$ cat config.mk
export PLATFORM = sky130hd
export DESIGN_NAME = rrt_steer
export DESIGN_NICKNAME = d
export VERILOG_FILES = /design/src/sv/rrt_pkg.sv /design/src/sv/rrt_steer.sv
export SDC_FILE = /design/constraint.sdc
export NUM_CORES = 2
export LEC_CHECK = 0
export ABC_AREA = 1
export ABC_CLOCK_PERIOD_IN_PS = 11550
export BUFFER_PORTS_ARGS = -buffer_cell sky130_fd_sc_hd__buf_4
export CAP_MARGIN = 10
export CORE_MARGIN = 1
export CORE_UTILIZATION = 55
export DETAILED_ROUTE_END_ITERATION = 7
export GPL_ROUTABILITY_DRIVEN = 1
export PLACE_DENSITY_LB_ADDON = 0.3
export SLEW_MARGIN = 20
export SYNTH_ARGS = -nofsm -noshare
export SYNTH_HDL_FRONTEND = slang
export SYNTH_SLANG_ARGS = --single-unit
export TNS_END_PERCENT = 10
$ cat constraint.sdc
create_clock -name clk -period 11.55 [get_ports clk]
set_input_delay 2.31 -clock clk [delete_from_list [all_inputs] [get_ports clk]]
set_output_delay 2.31 -clock clk [all_outputs]
set_load 0.005 [all_outputs]
$ cat src/sv/rrt_pkg.sv
// Package for the 3D tree growth block: payload structs, status and command codes.
// Used by rrt_tree_extend_top and rrt_steer; depends on nothing.
`timescale 1ns / 1ps
package rrt_pkg;

	localparam int unsigned CoordW = 16;
	localparam int unsigned IdxW = 12;

	typedef enum logic [1:0] {
		CMD_EXTEND  = 2'd0,
		CMD_READ    = 2'd1,
		CMD_RESTART = 2'd2,
		CMD_NONE    = 2'd3
	} cmd_t;

	typedef enum logic [2:0] {
		ST_ADDED    = 3'd0,
		ST_GOAL     = 3'd1,
		ST_CLOSE    = 3'd2,
		ST_LIMIT    = 3'd3,
		ST_READ     = 3'd4,
		ST_FINISHED = 3'd5,
		ST_BAD_IDX  = 3'd6
	} status_t;

	typedef enum logic [2:0] {
		REG_MIN_DIST  = 3'd0,
		REG_MAX_DIST  = 3'd1,
		REG_START     = 3'd2,
		REG_GOAL      = 3'd3,
		REG_ITER_LIM  = 3'd4
	} reg_idx_t;

	typedef struct packed {
		logic [IdxW-1:0] node_index;
		logic [7:0]      sample_z;
		logic [7:0]      sample_y;
		logic [7:0]      sample_x;
		logic [1:0]      command;
	} req_t;

	typedef struct packed {
		logic [CoordW-1:0] point_z;
		logic [CoordW-1:0] point_y;
		logic [CoordW-1:0] point_x;
		logic [IdxW-1:0]   parent_index;
		logic [IdxW-1:0]   result_index;
		logic [2:0]        status;
	} rsp_t;

	// Control between the top level and the steering unit.
	typedef struct packed {
		logic start;
		logic busy;
		logic done;
	} steer_ctl_t;

endpackage

$ cat src/sv/rrt_steer.sv
// Steering unit: bit-serial integer square root, then three bit-serial divides.
// Depends on rrt_pkg.
`timescale 1ns / 1ps
module rrt_steer import rrt_pkg::*; #(
	parameter int unsigned CW = 24
) (
	input  logic             clk,
	input  logic             arst_n,
	input  logic             start,
	input  logic [2*CW+1:0]  dsq,
	input  logic [CW-1:0]    radius,
	input  logic [CW-1:0]    dx,
	input  logic [CW-1:0]    dy,
	input  logic [CW-1:0]    dz,
	output steer_ctl_t       ctl,
	output logic [CW-1:0]    ox,
	output logic [CW-1:0]    oy,
	output logic [CW-1:0]    oz
);

	localparam int unsigned DW = 2*CW + 2;
	localparam int unsigned RW = CW + 1;
	localparam int unsigned NW = 2*CW;
	localparam int unsigned CNTW = $clog2(NW + 1);

	typedef enum logic [1:0] {IDLE, SQRT, DIV, DONE} st_t;

	st_t st_q;
	logic [CNTW-1:0] cnt_q;
	logic [1:0] axis_q;
	logic [DW-1:0] rem_q;
	logic [DW-1:0] val_q;
	logic [RW-1:0] root_q;
	logic [NW-1:0] num_q;
	logic [RW:0]   drem_q;
	logic [NW-1:0] quo_q;
	logic [CW-1:0] d_q [3];

	// Restoring square root, one result bit per cycle.
	logic [DW-1:0] sq_rem_sh;
	logic [DW-1:0] sq_trial;
	always_comb begin
		sq_rem_sh = {rem_q[DW-3:0], val_q[DW-1 -: 2]};
		sq_trial = {{(DW-RW-2){1'b0}}, root_q, 2'b01};
	end

	// Restoring divide of |d|*radius by the root, one quotient bit per cycle.
	logic [RW:0] dv_sh;
	always_comb dv_sh = {drem_q[RW-1:0], num_q[NW-1]};

	always_ff @(posedge clk or negedge arst_n) begin
		if (!arst_n) begin
			st_q <= IDLE;
			cnt_q <= '0;
			axis_q <= '0;
		end else begin
			case (st_q)
				IDLE: begin
					if (start) begin
						st_q <= SQRT;
						cnt_q <= CNTW'(DW/2);
						rem_q <= '0;
						val_q <= dsq;
						root_q <= '0;
						d_q[0] <= dx;
						d_q[1] <= dy;
						d_q[2] <= dz;
						axis_q <= '0;
					end
				end
				SQRT: begin
					val_q <= val_q << 2;
					if (sq_rem_sh >= sq_trial) begin
						rem_q <= sq_rem_sh - sq_trial;
						root_q <= {root_q[RW-2:0], 1'b1};
					end else begin
						rem_q <= sq_rem_sh;
						root_q <= {root_q[RW-2:0], 1'b0};
					end
					cnt_q <= cnt_q - 1'b1;
					if (cnt_q == CNTW'(1)) begin
						st_q <= DIV;
						cnt_q <= CNTW'(NW);
						num_q <= d_q[0] * radius;
						drem_q <= '0;
					end
				end
				DIV: begin
					num_q <= num_q << 1;
					if (dv_sh >= {1'b0, root_q}) begin
						drem_q <= dv_sh - {1'b0, root_q};
						quo_q <= {quo_q[NW-2:0], 1'b1};
					end else begin
						drem_q <= dv_sh;
						quo_q <= {quo_q[NW-2:0], 1'b0};
					end
					cnt_q <= cnt_q - 1'b1;
					if (cnt_q == CNTW'(1)) begin
						cnt_q <= CNTW'(NW);
						drem_q <= '0;
						axis_q <= axis_q + 1'b1;
						if (axis_q == 2'd2) st_q <= DONE;
						else num_q <= d_q[axis_q + 1'b1] * radius;
					end
				end
				DONE: st_q <= IDLE;
				default: st_q <= IDLE;
			endcase
		end
	end

	// Capture each quotient when its last bit lands.
	logic [NW-1:0] quo_fin;
	always_comb quo_fin = (dv_sh >= {1'b0, root_q}) ? {quo_q[NW-2:0], 1'b1} :
		{quo_q[NW-2:0], 1'b0};
	always_ff @(posedge clk) begin
		if (st_q == DIV && cnt_q == CNTW'(1)) begin
			case (axis_q)
				2'd0: ox <= quo_fin[CW-1:0];
				2'd1: oy <= quo_fin[CW-1:0];
				default: oz <= quo_fin[CW-1:0];
			endcase
		end
	end

	always_comb begin
		ctl.start = start;
		ctl.busy = (st_q != IDLE);
		ctl.done = (st_q == DONE);
	end

`ifndef SYNTHESIS
	a_root_nz: assert property (@(posedge clk) disable iff (!arst_n)
		(st_q == DIV) |-> (root_q != '0)) else $error("steer: zero root in divide");
	a_no_restart: assert property (@(posedge clk) disable iff (!arst_n)
		(st_q != IDLE) |-> !start) else $error("steer: start while busy");
	a_done_once: assert property (@(posedge clk) disable iff (!arst_n)
		(st_q == DONE) |=> (st_q == IDLE)) else $error("steer: done held");
`endif

endmodule

Word-level counts from Yosys, hierarchy flattened
Memories as Yosys holds them, arrays and structs flattened.
Index checks and enable logic that the tools add are counted.
Widths: inputs -> output; s select.

cells by class
  $add $sub $neg = 4
  multiply operators = 2
  $lt $le $gt $ge = 2
  equal/unequal tests = 10
  mux-type cells = 31
  bitwise logic cells = 1
  reductions and logical operators = 20

operators by type and width
  operator             count
  $mux 48              5
  $pmux 48 s2          2
  $mux 25              4
  $pmux 25 s2          2
  $pmux 50 s2          1
  $mul 24x24->48       2
  $ge 50x27->1         1
  $mux 50              1
  $sub 48x27->48       1
  $ge 26x25->1         1
  $sub 25x25->25       1
  $mux 2               6
  $mux 6               2
  $pmux 6 s2           1
  $reduce_and 2->1     5
  $reduce_bool 2->1    5
  $reduce_and 3->1     3
  $ne 2x2->1 const B   4
  $pmux 2 s4           1
  $eq 2x2->1 const B   3
  $eq 6x1->1 const B   1
  $sub 6x1->6 const B  1
  $mux 1               5
  $eq 2x1->1 const B   2
  other kinds (7)      10

word-level totals
  register bits = 301
  bits in writable memories = 72
  input port bits = 149
  output and inout port bits = 75
  word-level logic and storage cells = 83
  memories kept = 1

memory list
  name  depth  bits a word  rd ports  clocked after Yosys merged registers in  write ports  RTL line         text
  d_q   3      24           2         0                                        3            rrt_steer.sv:37  logic [CW-1:0] d_q [3];

Depth between registers and ports, before layout
An unclocked memory read counts as a cell.

  depth in word-level cells = 6
  gate-level depth with buffers = 40
  depth with buffers taken out = 36

Worst setup path after synthesis
OpenSTA, ideal clock, no wires.

  path type = input-to-reg
  from = input port arst_n
  to = register rem_q[0] (enable)
  library setup time = 0.788 ns
  arrival = 11.378 ns
  data required time = 10.762 ns
  setup slack = -0.616 ns
  cell stages on the path = 2
  buffers on the path = 0
  cells stage by stage = inv_1 -> a211oi_1

on the way
  cells in the longest elaborated chain, start to end = 1

ends and longest elaborated chain
  element                            RTL line         text
  from (decl)                        rrt_steer.sv:8   input logic arst_n,
  $reduce_and 3->1 (no source line)  --
  to (signal assigned)               rrt_steer.sv:74  rem_q <= sq_rem_sh - sq_trial;
  to (signal assigned)               rrt_steer.sv:77  rem_q <= sq_rem_sh;
  to (decl)                          rrt_steer.sv:31  logic [DW-1:0] rem_q;

No other way between the ends.
A chain may end at the register's enable or synchronous reset.

Worst setup path in the final report
  from = register axis_q[0]
  to = register num_q[35], data pin

on the way
  cells in the longest elaborated chain, start to end = 6
  elaborated cells on any way between the ends = 7
  those cells by class = 1 x add/sub; 1 x mul; 1 x eq/ne; 3 x mux; 1 x memory

ends and longest elaborated chain
  element                 RTL line          text
  from (decl)             rrt_steer.sv:30   logic [1:0] axis_q;
  from (signal assigned)  rrt_steer.sv:101  axis_q <= axis_q + 1'b1;
  $add 2x1->2             rrt_steer.sv:103  else num_q <= d_q[axis_q + 1'b1] * radius;
  $mem_v2 3x24            --
  $mul 24x24->48          rrt_steer.sv:103
  $mux 48 (*)             rrt_steer.sv:102  if (axis_q == 2'd2) st_q <= DONE;
  $mux 48 (*)             rrt_steer.sv:98   if (cnt_q == CNTW'(1)) begin
  $pmux 48 s2 (*)         rrt_steer.sv:57   case (st_q)
  to (signal assigned)    rrt_steer.sv:84   num_q <= d_q[0] * radius;
  to (signal assigned)    rrt_steer.sv:89   num_q <= num_q << 1;
  to (signal assigned)    rrt_steer.sv:103
  to (decl)               rrt_steer.sv:34   logic [NW-1:0] num_q;

Every way passes the cells marked *; elsewhere a longest branch is shown, timed or not.

==> results.md <==
* Status: complete, no violations
* Port Buffer Count at approximately 220
* Multi-input logic area at 40190 um^2
* Yosys top cell area share at between 30% and 40%
* Rows at between 100 and 150
* Fill cells at about 9700
* Via density per instance at around 5.5
* Setup Viol. Count Final at 0
* Seq/Total Area, Yosys at 18.78%
* Largest net degree at the start of global routing at a little under 80
* Synthesized flop and latch total at about 370
* Fin crit period at 9859 ps
* GRT Total Usage at 34.97%
* DR pass1 iterations at 6
* Ys Warns at 0
* Crit-path max FO at 30
* Vias in the first global route at around 51000
* DRT antenna net count at 0
* Slowest stage delay, CP at about 890 ps
* Root buffer cell: clkbuf_16
* Post_cts resized at 0
* Share of cells above drive strength 1 at under 10%
* Yosys cell types at 49
* Worst Tran Pin Value at ~1200 ps
* Mapped Cells at about 7600
* Worst rel slew slack at 22.98%
* Net count, final at a little over 9000
* Fmax at ~100 MHz
* Synth Area per Inst at between 7 and 8 um^2
* Top-Level Pins at approximately 220
* Minimum hold slack at around 480 ps
* Largest area contributor in the synthesized netlist: fa_1
* Core Area at about 110000 um^2
* RSZ-0062 raised after global routing: false
* Initial core utilization at between 50% and 60%
* Hold Path Class: reg2reg
* Deepest clock path buffer count at 3
* Post-CTS Setup Bufs at 0
* Die height at 330.6 um
* Crit path DAT at 10230 ps
* Fin Setup TNS at 0 ps
* Max cap viols at 0
* First-iteration detailed-routing DRC count at 4275
* Tcrit/Tclk final at between 80% and 90%
* TritonCTS clock tree: done
* Synth Flop Type: edfxtp_1
* Synth Net Count at about 9100
* CTS sink count at 373
* Area Overhead vs Synth at 7.184%
* Global-route wire length before repair at between 200 and 300 mm
* Gp weighted congestion at roughly 1.0
* EDFF count, synth at roughly 360
* Clock Pin Slew Worst Setup and Hold Paths at 80 ps
* Final hold vios at 0
* Total CTS buffers at 43
* Hold_buf cts at 0
* Crit. End Element: flop
* GRT overflow at 0
* Synth top area cells: fa_1 33%, edfxtp_1 18%, nand2_1 14%, inv_1 11%, ha_1 8.6%
* Routed len/inst at roughly 20 um
* Cell Area, Synth at between 50000 and 60000 um^2
* Worst Setup Start Kind: flop
* Synth async-reset ratio at 2.681%
* Drc violations at 0
* Dpl hpwl at between 100 and 150 mm
* Drt total wl at between 150 and 200 mm
* Max Transition Viols Final at 0
* Via count at around 50000
* Number of H-tree levels at 2
* Sequential cell area at about 11000 um^2
* Final Skew at around 58 ps
* Worst-skew pair later-pin latency at between 600 and 700 ps
* Worst setup path class: reg2reg
* Die area at 109300 um^2
* Slowest cell on crit path: dfrtp_1
* Chip Width at roughly 330 um
* Initial antenna violation count at 5
* WP data required at ~12000 ps
==> through the flow <==
stage	util, %	area (um^2)	worst slack [ps]	std cells
after detailed placement	58.02	62110	1861	9019
final	59.45	63640	1691	9103
after CTS	59.41	63600	1859	9099
after floorplan	-	59380	3327	7623
after global placement	58.02	62110	1636	9019
after global routing	59.44	63640	1155	9102
==> state kept, by name, summed over array words and instances (netlist names), 23 cells and up <==
signal  cells
drem_q     25
root_q     25
val_q      50
oy         24
num_q      48
d_q        72
rem_q      48
oz         24
quo_q      23
ox         24
==> cells by family after synthesis <==
kind of cell	share of synthesized area [%]
compound gates	3.174
xor+xnor	0.7818
fa+ha+maj	41.16
buf+inv	13.64
flops	18.78
simple gates	22.47
==> Yosys cell counts (2+ instances only) <==
| library cell | n |
|---|---|
| o21ai_0 | 100 |
| nand2_1 | 2228 |
| xor2_1 | 35 |
| o21a_1 | 2 |
| a21oi_2 | 3 |
| nor2_4 | 3 |
| edfxtp_1 | 363 |
| buf_4 | 5 |
| o21ai_2 | 7 |
| and2_1 | 6 |
| fa_1 | 965 |
| nor3_1 | 20 |
| clkinv_1 | 13 |
| buf_6 | 7 |
| dfrtp_1 | 10 |
| nor2_2 | 4 |
| nand3_1 | 214 |
| nand3_4 | 2 |
| clkbuf_1 | 230 |
| nor2_1 | 750 |
| nand2_2 | 12 |
| ha_1 | 409 |
| o211ai_1 | 4 |
| o21ai_1 | 14 |
| xnor2_1 | 18 |
| nand2_4 | 2 |
| nor4_1 | 5 |
| nand4_1 | 51 |
| o21bai_1 | 16 |
| a211oi_1 | 4 |
| buf_1 | 19 |
| inv_2 | 6 |
| buf_2 | 27 |
| or2_2 | 8 |
| a31oi_1 | 5 |
| inv_1 | 1818 |
| nand3_2 | 3 |
| a21o_1 | 5 |
| nand3b_1 | 38 |
| a21oi_1 | 183 |
==> per-layer routing <==
| layer | routed length, um | share of wire, % | vias up | track usage, % |
|---|---|---|---|---|
| li1 | - | - | 22490 | - |
| met1 | 71770 | 39 | 24100 | 45.33 |
| met2 | 83290 | 45 | 2540 | 55.35 |
| met3 | 18530 | 10 | 653 | 7.001 |
| met4 | 11720 | 6.3 | 6 | 18.96 |
| met5 | 46 | 0.025 | - | 0 |
==> critical path: cells and delay by family, from the launching register on <==
kind / cells / cell delay [ps]
AOI/OAI and AO/OA: 1 / 250
DFF: 1 / 890
adders and majority gates: 9 / 4270
buffers and inverters: 7 / 2280
and+or+nand+nor: 13 / 1910
==> cells in the final DEF (no fill, tap or decap), types with 7 or more instances in the layout <==
cell	instances
nand2_1	2228
inv_1	1817
fa_1	965
nor2_1	747
ha_1	408
edfxtp_1	363
buf_4	282
nand3_1	214
a21oi_1	182
o21ai_0	90
nand4_1	51
clkbuf_16	43
nand3b_1	38
xor2_1	35
o21ai_1	20
clkinv_1	19
nor3_1	19
xnor2_1	18
o21bai_1	16
nand2_2	12
o21ai_2	11
dfrtp_1	10
or2_2	8
inv_2	7
clkinv_2	7
==> worst paths after layout <==
kind	from	to	slack, ps	cells after the start
setup / recovery	axis_q[0]	num_q[35]	1690	30
hold / removal	quo_q[22]	ox[23]	480	0
setup reg to reg	axis_q[0]	num_q[35]	1690	30
hold reg to reg	quo_q[22]	ox[23]	480	0
max in group asynchronous	arst_n	axis_q[1]	9720	1
min in group asynchronous	arst_n	cnt_q[5]	1560	1
==> final cells by class <==
| class | instances | area share [%] |
|---|---|---|
| Timing Repair Buffer | 284 | 3.374 |
| Clock buffer | 50 | 1.748 |
| Multi-Input combinational cell | 5124 | 63.16 |
| Inverter | 1837 | 10.84 |
| Antenna cell | 2 | 0.007864 |
| Clock inverter | 30 | 0.5938 |
| Sequential cell | 373 | 17.52 |
| Tap cell | 1403 | 2.758 |
Power is not shown: default switching activity piles up to over one toggle a cycle in this logic, so the estimate is an artifact.
